`config.mk`:
```
export PLATFORM = sky130hd
export DESIGN_NAME = cdr_code_unit
export DESIGN_NICKNAME = d
export VERILOG_FILES = /design/src/rtl/cdr_pkg.sv /design/src/rtl/cdr_code_unit.sv
export SDC_FILE = /design/constraint.sdc
export NUM_CORES = 1
export LEC_CHECK = 0
export BUFFER_PORTS_ARGS = -buffer_cell sky130_fd_sc_hd__buf_2
export CAP_MARGIN = 40
export CORE_AREA = 4 4 97 99
export DETAILED_ROUTE_END_ITERATION = 10
export DIE_AREA = 0 0 101 103
export PLACE_DENSITY = 0.8
export RECOVER_POWER = 25
export SETUP_SLACK_MARGIN = 0.5
export SLEW_MARGIN = 10
export SYNTH_ARGS = -nofsm -noshare
export SYNTH_HDL_FRONTEND = slang
export SYNTH_SLANG_ARGS = --single-unit
```
`constraint.sdc`:
```
create_clock -name vclk -period 6.3
set_input_delay 0.315 -clock vclk [all_inputs]
set_output_delay 0.315 -clock vclk [all_outputs]
set_load 0.02 [all_outputs]
```
`src/rtl/cdr_pkg.sv`:
```
package cdr_pkg;

  localparam int unsigned WordBits   = 32;
  localparam int unsigned ChunkBits  = 32;
  localparam int unsigned PendBits   = WordBits + 2;
  localparam int unsigned BufBits    = PendBits + ChunkBits;
  localparam int unsigned CntBits    = $clog2(BufBits + 1);
  localparam int unsigned DictDepth  = 8;
  localparam int unsigned DictIdxW   = $clog2(DictDepth);
  localparam int unsigned CfgIdxBits = 4;
  localparam int unsigned CfgBits    = 32;
  localparam int unsigned RepBits    = 2;
  localparam int unsigned ShiftBits  = 6;

  // code prefixes
  localparam logic [2:0] PfxRaw  = 3'b110;
  localparam logic [2:0] PfxDict = 3'b101;
  localparam logic [2:0] PfxRun  = 3'b000;

  // code lengths in bits
  localparam int unsigned PfxLen  = 3;
  localparam int unsigned RawLen  = PfxLen + WordBits;
  localparam int unsigned DictLen = PfxLen + DictIdxW;
  localparam int unsigned RunLen  = PfxLen + RepBits;

  typedef enum logic [1:0] {
    KindWord      = 2'd0,
    KindBadPrefix = 2'd1,
    KindNoPrior   = 2'd2
  } res_kind_e;

  typedef enum logic [1:0] {
    StIdle   = 2'b01,
    StDecode = 2'b10
  } state_e;

  typedef struct packed {
    logic [ChunkBits-1:0] stream_chunk;
    logic                 end_of_stream;
  } in_req_t;

  typedef struct packed {
    logic [1:0]          result_kind;
    logic [WordBits-1:0] decoded_word;
    logic                last_of_run;
  } out_res_t;

  // one decode step, from the code unit to the sequencer
  typedef struct packed {
    logic                emit;
    res_kind_e           kind;
    logic [WordBits-1:0] word;
    logic                set_prev;
    logic [RepBits-1:0]  rep_next;
  } step_t;

endpackage

```
`src/rtl/cdr_code_unit.sv`:
```
module cdr_code_unit (
  input  logic [cdr_pkg::BufBits-1:0]   buf_i,
  input  logic [cdr_pkg::CntBits-1:0]   cnt_i,
  input  logic                          prev_valid_i,
  input  logic [cdr_pkg::WordBits-1:0]  prev_word_i,
  input  logic [cdr_pkg::RepBits-1:0]   rep_i,
  input  logic [cdr_pkg::WordBits-1:0]  dict_word_i,
  output logic [cdr_pkg::DictIdxW-1:0]  dict_idx_o,
  output cdr_pkg::step_t                step_o,
  output logic [cdr_pkg::BufBits-1:0]   buf_o,
  output logic [cdr_pkg::CntBits-1:0]   cnt_o
);
  import cdr_pkg::*;

  logic [2:0]           prefix;
  logic [RepBits-1:0]   run_cnt;
  logic [ShiftBits-1:0] shamt;

  assign prefix     = buf_i[BufBits-1 -: PfxLen];
  assign dict_idx_o = buf_i[BufBits-1-PfxLen -: DictIdxW];
  assign run_cnt    = buf_i[BufBits-1-PfxLen -: RepBits];

  always_comb begin
    step_o   = '0;
    step_o.kind = KindWord;
    step_o.rep_next = rep_i;
    shamt    = '0;
    if (cnt_i >= CntBits'(PfxLen)) begin
      case (prefix)
        PfxRaw: begin
          if (cnt_i >= CntBits'(RawLen)) begin
            step_o.emit     = 1'b1;
            step_o.word     = buf_i[BufBits-1-PfxLen -: WordBits];
            step_o.set_prev = 1'b1;
            shamt           = ShiftBits'(RawLen);
          end
        end
        PfxDict: begin
          if (cnt_i >= CntBits'(DictLen)) begin
            step_o.emit     = 1'b1;
            step_o.word     = dict_word_i;
            step_o.set_prev = 1'b1;
            shamt           = ShiftBits'(DictLen);
          end
        end
        PfxRun: begin
          if (!prev_valid_i) begin
            step_o.emit = 1'b1;
            step_o.kind = KindNoPrior;
            shamt       = ShiftBits'(PfxLen);
          end else if (cnt_i >= CntBits'(RunLen)) begin
            step_o.emit = 1'b1;
            step_o.word = prev_word_i;
            // one repeat a step, code consumed with the final one
            if (rep_i == run_cnt) begin
              step_o.rep_next = '0;
              shamt           = ShiftBits'(RunLen);
            end else begin
              step_o.rep_next = rep_i + RepBits'(1);
            end
          end
        end
        default: begin
          step_o.emit = 1'b1;
          step_o.kind = KindBadPrefix;
          shamt       = ShiftBits'(PfxLen);
        end
      endcase
    end
  end

  assign buf_o = buf_i << shamt;
  assign cnt_o = cnt_i - CntBits'(shamt);

endmodule
```
==> impl_metrics.json <==
{
  "syn_nets": 656,
  "area_delta_synth_final_pct": 35.85,
  "hold_violations": 0,
  "tightest_slew_ns": 1.673,
  "slew-limit-headroom": -0.1155,
  "synth_common_cells": "107 x mux2i_1, 47 x nand2_1, 45 x nor2_1, 40 x o21ai_0, 36 x inv_1",
  "port_buffers": 254,
  "nFillCells": 887,
  "ys.warnings.count": 0,
  "fmax_mhz": 230.3,
  "powerDensity_mw_per_mm2": 125.1,
  "critical_path.max_stage_delay_ns": 1.22,
  "final_nets": 867,
  "insertedDiodeCount": 0,
  "wl_met2_um": 8032,
  "design.seq.count": 0,
  "drv_cap": 1,
  "path_delay_family": "buffers and inverters",
  "dr_total_vias": 5012,
  "antenna_left": 0,
  "violations": "max-capacitance violations, max-slew violations",
  "synth_top_area_share": 0.3094,
  "antenna_found_initial": 1,
  "setup.worst_path.end_class": "output pin",
  "first_pass_iters": 8,
  "io_pins": 254,
  "yosysMostFrequentCell": "mux2i_1",
  "max-vdd-ir-drop_uv": 66.87,
  "die_w_um": 101,
  "ys_seq_area_frac": 0,
  "die-height_um": 103,
  "wl_per_cell_um": 20.07,
  "drc_errors": 0,
  "grt_overflow": 0,
  "wl_met3_um": 1769,
  "cts_resized": 0,
  "cts_hold_buffers": 0,
  "rows": 34,
  "criticalPathCategory": "primary input to output pin",
  "clock_buffers": 0,
  "synth_cell_types": 50,
  "syn_avg_cell_area_um2": 6.788,
  "regArea_um2": 0,
  "drive_gt1_frac": 0.3491,
  "synthCells": 510,
  "highest_layer": "met5",
  "grt_pass1_wl_um": 24230,
  "power_uw": 588.4,
  "initial_core_util": 0.4049,
  "critPathLaunchType": "primary input",
  "cp.required_ns": 5.98,
  "met1Wirelength_um": 6451,
  "core_mm2": 0.008551,
  "crit_slowest_cell": "clkbuf_1",
  "dieArea_mm2": 0.01040,
  "outcome": "complete, but fails checks",
  "final.setup.tns_ns": 0,
  "period_share": 0.6891,
  "syn-cell-area_mm2": 0.003462,
  "grt_max_degree": 72,
  "cp.arrival_ns": 4.03,
  "min_period_ns": 4.341,
  "hold_class": "primary input to output pin",
  "synth_top_cell_by_area": "mux2i_1",
  "place_congestion": 0.9396,
  "grt_use_total": 0.2874,
  "first_global_vias": 4580,
  "setup_viol": 0,
  "rsz0062_at_grt": "false",
  "first_iter_violations": 450,
  "maxSlewViolCount": 37,
  "via_per_inst": 6.060,
  "path_buf_inv": 3,
  "crit_fanout": 36,
  "cts_setup_buffers": 0,
  "cellLeakagePower_nw": 2.724,
  "synthTopCellsByArea": "mux2i_1 31%, a222oi_1 9.3%, a22oi_1 7.4%",
  "dp_hpwl_um": 13510,
  "wl_um": 16600,
  "path_cells": "buf_2 > or2_2 > nor2_1 > and3_1 > clkbuf_1 > and2_1 > a22oi_1 > o21ai_0 > o21ai_0 > buf_2"
}
[final cells by class]
class / count / area, um2 / share of cell area
Inverter: 38 / 142.6 / 0.03033
Tap cell: 108 / 135.1 / 0.02873
Multi-Input combinational cell: 418 / 3078 / 0.6544
Timing Repair Buffer: 263 / 1348 / 0.2865
[layout by cell type, fill, tap and decap left out, types with 2 or more instances in the layout]
cell       count
ha_1           5
o2111ai_1      2
buf_2        228
nand2_1       47
nor2_1        44
buf_4          5
nor3_1         4
o221ai_1       7
inv_1         37
o32ai_1        4
or2_2          3
buf_12         2
a21oi_1       17
and2_1         4
xor2_1         5
clkbuf_1      27
nand2b_1       2
nand3_1        9
o21a_1         2
a22oi_1       34
a222oi_1      32
mux2i_1      107
mux2_2         5
a31oi_1        5
nand3b_1       3
a221o_1        8
o21ai_0       40
nor4_1         2
o311ai_0       2
o21ai_1        3
o22ai_1        2
[metal layers]
layer  up-vias  global-route usage
met5         -                   0
met4         2             0.06135
met3        27             0.05886
met2       267              0.4967
met1      2345              0.3698
li1       2371                   -
[cell families after synthesis]
kind of cell / count (synthesis) / synth area share
AOI/OAI and AO/OA: 164 / 0.3448
xor gates and xnor gates: 6 / 0.01518
adders and majority gates: 6 / 0.02385
buffers and inverters: 92 / 0.1178
muxes: 112 / 0.3256
and+or+nand+nor: 130 / 0.1728
[worst paths after layout]
check                 depth (start not counted)      start       endpoint  slack (ns)
worst max-delay path                         10  buf_i[64]      buf_o[53]        1.96
worst min-delay path                          2  buf_i[60]  dict_idx_o[0]        0.93
[power breakdown]
group / internal, mW / leakage, nW / switching [mW]
combinational: 0.210 / 2.72 / 0.378
sequential: 0 / 0 / 0
clock: 0 / 0 / 0
total: 0.210 / 2.72 / 0.378
[stage by stage]
stage | instances | cell area [um2] | util | hold WS (ns) | worst slack, ns
6_report | 827 | 4703 | 0.5500 | 0.9310 | 1.959
2_1_floorplan | 510 | 3462 | - | 0.7163 | 2.513
3_5_place_dp | 827 | 4740 | 0.5543 | 0.9193 | 2.350
5_1_grt | 827 | 4703 | 0.5500 | 0.9384 | 1.722
4_1_cts | 827 | 4740 | 0.5543 | 0.9191 | 2.326
3_3_place_gp | 824 | 4672 | 0.5464 | 0.9181 | 2.139
No activity file was read; power rests on OpenSTA's default activity.
