### src/rtl/cdr_pkg.sv
package cdr_pkg;

  localparam int unsigned WordBits   = 32;
  localparam int unsigned ChunkBits  = 32;
  localparam int unsigned PendBits   = WordBits + 2;
  localparam int unsigned BufBits    = PendBits + ChunkBits;
  localparam int unsigned CntBits    = $clog2(BufBits + 1);
  localparam int unsigned DictDepth  = 8;
  localparam int unsigned DictIdxW   = $clog2(DictDepth);
  localparam int unsigned CfgIdxBits = 4;
  localparam int unsigned CfgBits    = 32;
  localparam int unsigned RepBits    = 2;
  localparam int unsigned ShiftBits  = 6;

  // code prefixes
  localparam logic [2:0] PfxRaw  = 3'b110;
  localparam logic [2:0] PfxDict = 3'b101;
  localparam logic [2:0] PfxRun  = 3'b000;

  // code lengths in bits
  localparam int unsigned PfxLen  = 3;
  localparam int unsigned RawLen  = PfxLen + WordBits;
  localparam int unsigned DictLen = PfxLen + DictIdxW;
  localparam int unsigned RunLen  = PfxLen + RepBits;

  typedef enum logic [1:0] {
    KindWord      = 2'd0,
    KindBadPrefix = 2'd1,
    KindNoPrior   = 2'd2
  } res_kind_e;

  typedef enum logic [1:0] {
    StIdle   = 2'b01,
    StDecode = 2'b10
  } state_e;

  typedef struct packed {
    logic [ChunkBits-1:0] stream_chunk;
    logic                 end_of_stream;
  } in_req_t;

  typedef struct packed {
    logic [1:0]          result_kind;
    logic [WordBits-1:0] decoded_word;
    logic                last_of_run;
  } out_res_t;

  // one decode step, from the code unit to the sequencer
  typedef struct packed {
    logic                emit;
    res_kind_e           kind;
    logic [WordBits-1:0] word;
    logic                set_prev;
    logic [RepBits-1:0]  rep_next;
  } step_t;

endpackage

### src/rtl/cdr_dict.sv
module cdr_dict (
  input  logic                             clk_i,
  input  logic                             rst_ni,
  input  logic                             cfg_we_i,
  input  logic [cdr_pkg::CfgIdxBits-1:0]   cfg_idx_i,
  input  logic [cdr_pkg::CfgBits-1:0]      cfg_data_i,
  input  logic [cdr_pkg::DictIdxW-1:0]     rd_idx_i,
  output logic [cdr_pkg::WordBits-1:0]     rd_data_o
);
  import cdr_pkg::*;

  logic [WordBits-1:0] entry_q [DictDepth];

  always_ff @(posedge clk_i or negedge rst_ni) begin
    if (!rst_ni) begin
      for (int i = 0; i < DictDepth; i++) begin
        entry_q[i] <= '0;
      end
    end else if (cfg_we_i && (cfg_idx_i < CfgIdxBits'(DictDepth))) begin
      entry_q[cfg_idx_i[DictIdxW-1:0]] <= cfg_data_i[WordBits-1:0];
    end
  end

  assign rd_data_o = entry_q[rd_idx_i];

endmodule

### config.mk
export PLATFORM = sky130hd
export DESIGN_NAME = cdr_dict
export DESIGN_NICKNAME = d
export VERILOG_FILES = /design/src/rtl/cdr_pkg.sv /design/src/rtl/cdr_dict.sv
export SDC_FILE = /design/constraint.sdc
export NUM_CORES = 1
export LEC_CHECK = 0
export BUFFER_PORTS_ARGS = -buffer_cell sky130_fd_sc_hd__buf_2
export CORE_ASPECT_RATIO = 1.75
export CORE_MARGIN = 2
export CORE_UTILIZATION = 61
export DETAILED_ROUTE_END_ITERATION = 8
export PLACE_DENSITY = 0.85
export SYNTH_ARGS = -nofsm -noshare
export SYNTH_HDL_FRONTEND = slang
export SYNTH_SLANG_ARGS = --single-unit
### constraint.sdc
create_clock -name clk_i -period 2.2 [get_ports clk_i]
set_clock_uncertainty 0.2 [all_clocks]
set_input_delay 0.22 -clock clk_i [delete_from_list [all_inputs] [get_ports clk_i]]
set_output_delay 0.22 -clock clk_i [all_outputs]
set_load 0.1 [all_outputs]
==> results of run 1 <==
## routing by layer
metal  wire length, um  share of wire  vias up  global-route usage
met1             10100           0.39     3498               0.333
met2             14000           0.54      153               0.456
met5                 0              0        -                   0
li1                  -              -     2783                   -
met3               926          0.036       55              0.0317
met4               736          0.029        0              0.0969
## what timing repair did
action | in CTS | in global routing
resized for setup | 102 | 55
endpoints found under the hold margin | 512 | 0
setup buffers | 6 | 30
pin swaps | 0 | 0
hold buffers | 35 | 0
setup endpoints to repair | 32 | 32
## power groups by stage
stage	combinational, mW	sequential, mW	clock (mW)
2_1_floorplan	3.21	6.21	0
3_3_place_gp	3.73	6.32	0
3_5_place_dp	3.87	6.46	0
4_1_cts	4.48	6.38	4.41
5_1_grt	5.21	6.50	4.60
6_report	4.98	6.39	4.34
## cell usage in the layout, fill, tap and decap left out, drive strengths merged
cell type / synthesis / layout
clkinvlp: 0 / 5
or3: 1 / 1
nand2: 2 / 2
dfrtp: 256 / 256
clkinv: 0 / 4
bufinv: 0 / 5
mux4: 64 / 64
buf: 40 / 132
dlygate4sd3: 0 / 35
nand3b: 3 / 3
nor2: 2 / 2
nor3b: 3 / 3
and3: 1 / 1
inv: 0 / 2
clkbuf: 6 / 25
mux2: 288 / 288
## worst min path at each step
stage	to	slack, ns
finish	entry_q[228]	0.13
global route	entry_q[196]	0.16
global placement	entry_q[40]	-0.08
floorplan	entry_q[0]	-0.28
detailed placement	entry_q[40]	-0.08
CTS	entry_q[132]	0.13
## critical path, stage by stage (launching register included)
cell and delay (ns):
dfrtp_1 0.40, mux4_2 0.49, mux2_4 0.31, buf_12 0.17
## cells in the mapped netlist (all sizes together)
library cell,number
nand3b,3
mux4,64
and3,1
clkbuf,6
or3,1
mux2,288
nand2,2
dfrtp,256
buf,40
nor3b,3
nor2,2
## metrics by stage
step / hold slack (ns) / utilization
after global routing: 0.160 / 0.775
after global placement: -0.0817 / 0.665
after floorplan: -0.276 / -
after detailed placement: -0.0768 / 0.665
final: 0.134 / 0.775
after CTS: 0.130 / 0.750
## layout make-up
type	instances	area, um2
Clock buffer	25	593
Clock inverter	16	225
Fill cell	992	4190
Multi-Input combinational cell	364	5040
Sequential cell	256	6410
Tap cell	238	298
Timing Repair Buffer	167	1830
## cell families (layout without fill, tap and decap cells)
family,count (synthesis),count (layout),share of synthesized area
buffers and inverters,46,208,0.0230
DFF,256,256,0.554
muxes,352,352,0.415
and+or+nand+nor,12,12,0.00865
==> results.sh, run 1 <==
export IMPL_run_status="finished, violations left"
export IMPL_failed_checks="negative setup slack"
export IMPL_cts_tree="yes"
export IMPL_timing_final_crit_share=1.04
export IMPL_pwr_density_cell_nw_per_um2=1090
export IMPL_grt_usage=0.260
export IMPL_grt_pass1_vias=7329
export IMPL_fmax_ghz=0.437
export IMPL_synth_top_cell_by_area="dfrtp_1"
export IMPL_final_cells=1066
export IMPL_drive_above_1_share=0.621
export IMPL_end_kind="output pin"
export IMPL_avgRoutedWirePerCell_um=24.2
export IMPL_critPathKind="register to output pin"
export IMPL_hold_path_class="input pin to asynchronous set/reset pin"
export IMPL_htreeDepth=1
export IMPL_std_cell_rows=66
export IMPL_place_area_um2=12400
export IMPL_crit_required_ns=1.78
export IMPL_r2r_slack_ns=0.99
export IMPL_ys_types=18
export IMPL_fin_area_um2=14400
export IMPL_gp_congestion=0.737
export IMPL_vdd_drop_max_v=0.00134
export IMPL_synthCells=666
export IMPL_switching_power_mw=4.80
export IMPL_placedCellCount=954
export IMPL_regMostFlops="entry_q"
export IMPL_setup_viol=32
export IMPL_cellInternalPower_mw=10.9
export IMPL_worst_path_max_fanout=2
export IMPL_routed_wl_um=25800
export IMPL_netlist_area_um2=11600
export IMPL_relSlewSlack=0.367
export IMPL_grt_first_pass_wirelength_um=39800
export IMPL_setup_worst_path_end="rd_data_o[13]"
export IMPL_tightest_slew_ns=0.947
export IMPL_dr_pass1_iters=4
export IMPL_start_util=0.623
export IMPL_power_frac_comb=0.317
export IMPL_dieArea_um2=20100
export IMPL_viasPerCell=6.09
export IMPL_grt_remaining_overflow=0
export IMPL_place_port_buffers=73
export IMPL_fp_dieH_um=186
export IMPL_root_buffer="clkbuf_16"
export IMPL_reg_top3="entry_q x256"
export IMPL_cp_arrival_ns=1.87
export IMPL_p_seq_frac=0.407
export IMPL_maxCapViolations=0
export IMPL_startpoint="entry_q[13]"
export IMPL_ys_ff_latch=256
export IMPL_tns_ns=-1.60
export IMPL_die_w_um=108
export IMPL_period_needed_ns=2.29
export IMPL_route_vias_total=6489
export IMPL_drc=0
export IMPL_yosys_warnings=0
export IMPL_cts_sinks=256
export IMPL_leakagePower_nw=6.48
export IMPL_hold_viol_final=0
export IMPL_ioPinCount=74
export IMPL_clockBufferDepth=3
export IMPL_switching_share=0.305
export IMPL_clkTransAtPathRegs_ns=0.07
export IMPL_area_delta_synth_final_pct=24.4
export IMPL_hpwl_um=14500
export IMPL_finalPower_mw=15.7
export IMPL_largest_reg_flops=256
export IMPL_synth_area_leaders="dfrtp_1, mux2_2, mux4_2"
export IMPL_pwr_share_clk=0.276
export IMPL_seq_area_frac_synth=0.554
export IMPL_antenna_cells=0
export IMPL_drt_iter0_drc=315
export IMPL_postRouteAntennaNets=0
export IMPL_synth_avg_cell_area_um2=17.4
export IMPL_layout_nets=854
export IMPL_rsz0062_at_grt="true"
export IMPL_r2r_cells=3
export IMPL_fin_ws_ns=-0.0907
export IMPL_dp_slack_ns=-0.00390
export IMPL_final_max_slew_violation_count=0
export IMPL_syn_num_nets=708
export IMPL_grt_max_degree=62
export IMPL_antenna_found_initial=0
export IMPL_rr_startpoint="entry_q[105]"
export IMPL_netlist_area_leader_share=0.554
export IMPL_rr_endpoint="entry_q[105]"
export IMPL_cts_made_buffers=23
export IMPL_crit_path_start_kind="register"
export IMPL_clock_latency_ns=0.50
export IMPL_core_um2=18600
Power figures use the tool's default switching activity.
==> run 2: changes to the inputs <==
- CELL_PAD_IN_SITES_DETAIL_PLACEMENT: unset -> 0
- CELL_PAD_IN_SITES_GLOBAL_PLACEMENT: unset -> 1
- CORE_UTILIZATION: 61 -> 52
- PLACE_DENSITY: 0.85 -> 0.86
==> run 2 against run 1 <==
Via count is 0.77% lower. The flow still finishes with violations (negative setup slack). Register-to-register slack hardly changed. Global-route usage is 3.2 points lower. Worst setup slack worse by 0.026 ns. Largest power group unchanged.
==> results.sh, run 2 (same netlist as run 1, synthesis figures left out) <==
export IMPL_fmax_ghz=0.432
export IMPL_placedCellCount=1020
export IMPL_cts_made_buffers=24
export IMPL_avgRoutedWirePerCell_um=22.8
export IMPL_layout_nets=852
export IMPL_leakagePower_nw=6.44
export IMPL_clkTransAtPathRegs_ns=0.07
export IMPL_setup_viol=32
export IMPL_cts_sinks=256
export IMPL_fp_dieH_um=201
export IMPL_setup_worst_path_end="rd_data_o[2]"
export IMPL_drt_iter0_drc=343
export IMPL_regMostFlops="entry_q"
export IMPL_critPathKind="register to output pin"
export IMPL_maxCapViolations=0
export IMPL_area_delta_synth_final_pct=24.2
export IMPL_largest_reg_flops=256
export IMPL_grt_first_pass_wirelength_um=41000
export IMPL_grt_usage=0.228
export IMPL_antenna_found_initial=0
export IMPL_rsz0062_at_grt="true"
export IMPL_drive_above_1_share=0.619
export IMPL_relSlewSlack=0.581
export IMPL_die_w_um=117
export IMPL_startpoint="entry_q[226]"
export IMPL_std_cell_rows=72
export IMPL_htreeDepth=1
export IMPL_root_buffer="clkbuf_16"
export IMPL_ff_latch_area_um2=6410
export IMPL_worst_path_max_fanout=2
export IMPL_antenna_cells=0
export IMPL_grt_pass1_vias=7434
export IMPL_reg_top3="entry_q x256"
export IMPL_crit_required_ns=1.78
export IMPL_tightest_slew_ns=0.628
export IMPL_grt_remaining_overflow=0
export IMPL_rr_endpoint="entry_q[64]"
export IMPL_gp_congestion=0.755
export IMPL_multi_input_area_um2=5030
export IMPL_core_um2=22000
export IMPL_crit_path_start_kind="register"
export IMPL_route_vias_total=6439
export IMPL_hold_viol_final=0
export IMPL_routed_wl_um=25600
export IMPL_r2r_slack_ns=0.99
export IMPL_hold_path_class="input pin to asynchronous set/reset pin"
export IMPL_hold_worst_slack_ns=0.100
export IMPL_clock_latency_ns=0.52
export IMPL_dr_pass1_iters=4
export IMPL_clockBufferDepth=3
export IMPL_final_max_slew_violation_count=0
export IMPL_vdd_drop_max_v=0.000504
export IMPL_rr_startpoint="entry_q[64]"
export IMPL_cts_tree="yes"
export IMPL_timing_final_crit_share=1.05
export IMPL_pwr_density_cell_nw_per_um2=1070
export IMPL_final_cells=1121
export IMPL_fillers=1548
export IMPL_ioPinCount=74
export IMPL_period_needed_ns=2.32
export IMPL_end_kind="output pin"
export IMPL_run_status="finished, violations left"
export IMPL_layout_commonest_cell="dfrtp_1"
export IMPL_dieArea_um2=23500
export IMPL_cp_arrival_ns=1.90
export IMPL_failed_checks="negative setup slack"
export IMPL_viasPerCell=5.74
export IMPL_place_port_buffers=73
export IMPL_drc=0
export IMPL_hpwl_um=15400
export IMPL_layout_common_cells="dfrtp_1, mux2_2, mux4_2, mux2_4, buf_4"
export IMPL_fin_ws_ns=-0.117
export IMPL_postRouteAntennaNets=0
export IMPL_grt_max_degree=74
export IMPL_r2r_cells=3
export IMPL_start_util=0.526
-- run 2: cell count changes in the layout (fill, tap and decap cells not counted), moves of 2 or more --
| cell | previous run | this run |
|---|---|---|
| bufinv_16 | 5 | 1 |
| clkbuf_8 | 1 | 5 |
| clkinvlp_4 | 5 | 2 |
| buf_12 | 46 | 44 |
| clkbuf_1 | 1 | 3 |
| dlygate4sd3_1 | 35 | 33 |
-- run 2: report_power, final --
part | internal (mW) | switching, mW | total [mW]
sequential | 5.80 | 0.565 | 6.37
clock | 2.30 | 1.77 | 4.07
combinational | 2.50 | 2.38 | 4.88
-- run 2: stage by stage --
stage                     setup slack [ns]  power (mW)  setup TNS (ns)  utilization  instance area (um2)
after floorplan                      0.190        9.42               0            -                11600
after global placement              0.0168        10.1               0        0.567                12500
after detailed placement           0.00339        10.3               0        0.567                12500
after CTS                           -0.128        15.4           -2.84        0.651                14300
after global routing                -0.156        16.0           -3.66        0.654                14400
final                               -0.117        15.3           -2.32        0.654                14400
-- run 2: how the worst min path moves through the flow --
stage / cells past startpoint / startpoint / slack, ns / end
global placement: 1 / rst_ni / -0.09 / entry_q[212]
CTS: 3 / rst_ni / 0.1 / entry_q[150]
finish: 3 / rst_ni / 0.10 / entry_q[22]
floorplan: 0 / rst_ni / -0.28 / entry_q[0]
global route: 3 / rst_ni / 0.11 / entry_q[123]
detailed placement: 1 / rst_ni / -0.08 / entry_q[148]
-- run 2: worst max-delay path: stages, from the launching register on --
cell and delay [ns]:
dfrtp_1 0.40, mux4_2 0.47, mux2_4 0.32, buf_12 0.17
-- run 2: layer usage --
| layer | share of wire | up-vias | GRT usage |
|---|---|---|---|
| li1 | - | 2786 | - |
| met1 | 0.41 | 3474 | 0.300 |
| met2 | 0.53 | 135 | 0.389 |
| met3 | 0.034 | 44 | 0.0313 |
| met4 | 0.025 | 0 | 0.0727 |
| met5 | 0 | - | 0 |
-- run 2: area by class of cell --
cell class | count | area share
sequential | 256 | 0.446
tap | 296 | 0.0258
clock buffer | 32 | 0.0474
timing repair buffer | 164 | 0.124
multi-input combinational | 364 | 0.350
clock inverter | 9 | 0.00653
-- run 2: what timing repair did --
| item | 4_1_cts | 5_1_grt |
|---|---|---|
| endpoints found under the setup margin | 32 | 32 |
| setup buffers | 17 | 9 |
| hold buffers | 34 | 0 |
| gates resized for setup | 154 | 0 |
| hold endpoints to repair | 512 | 0 |
| cloned | 0 | 0 |
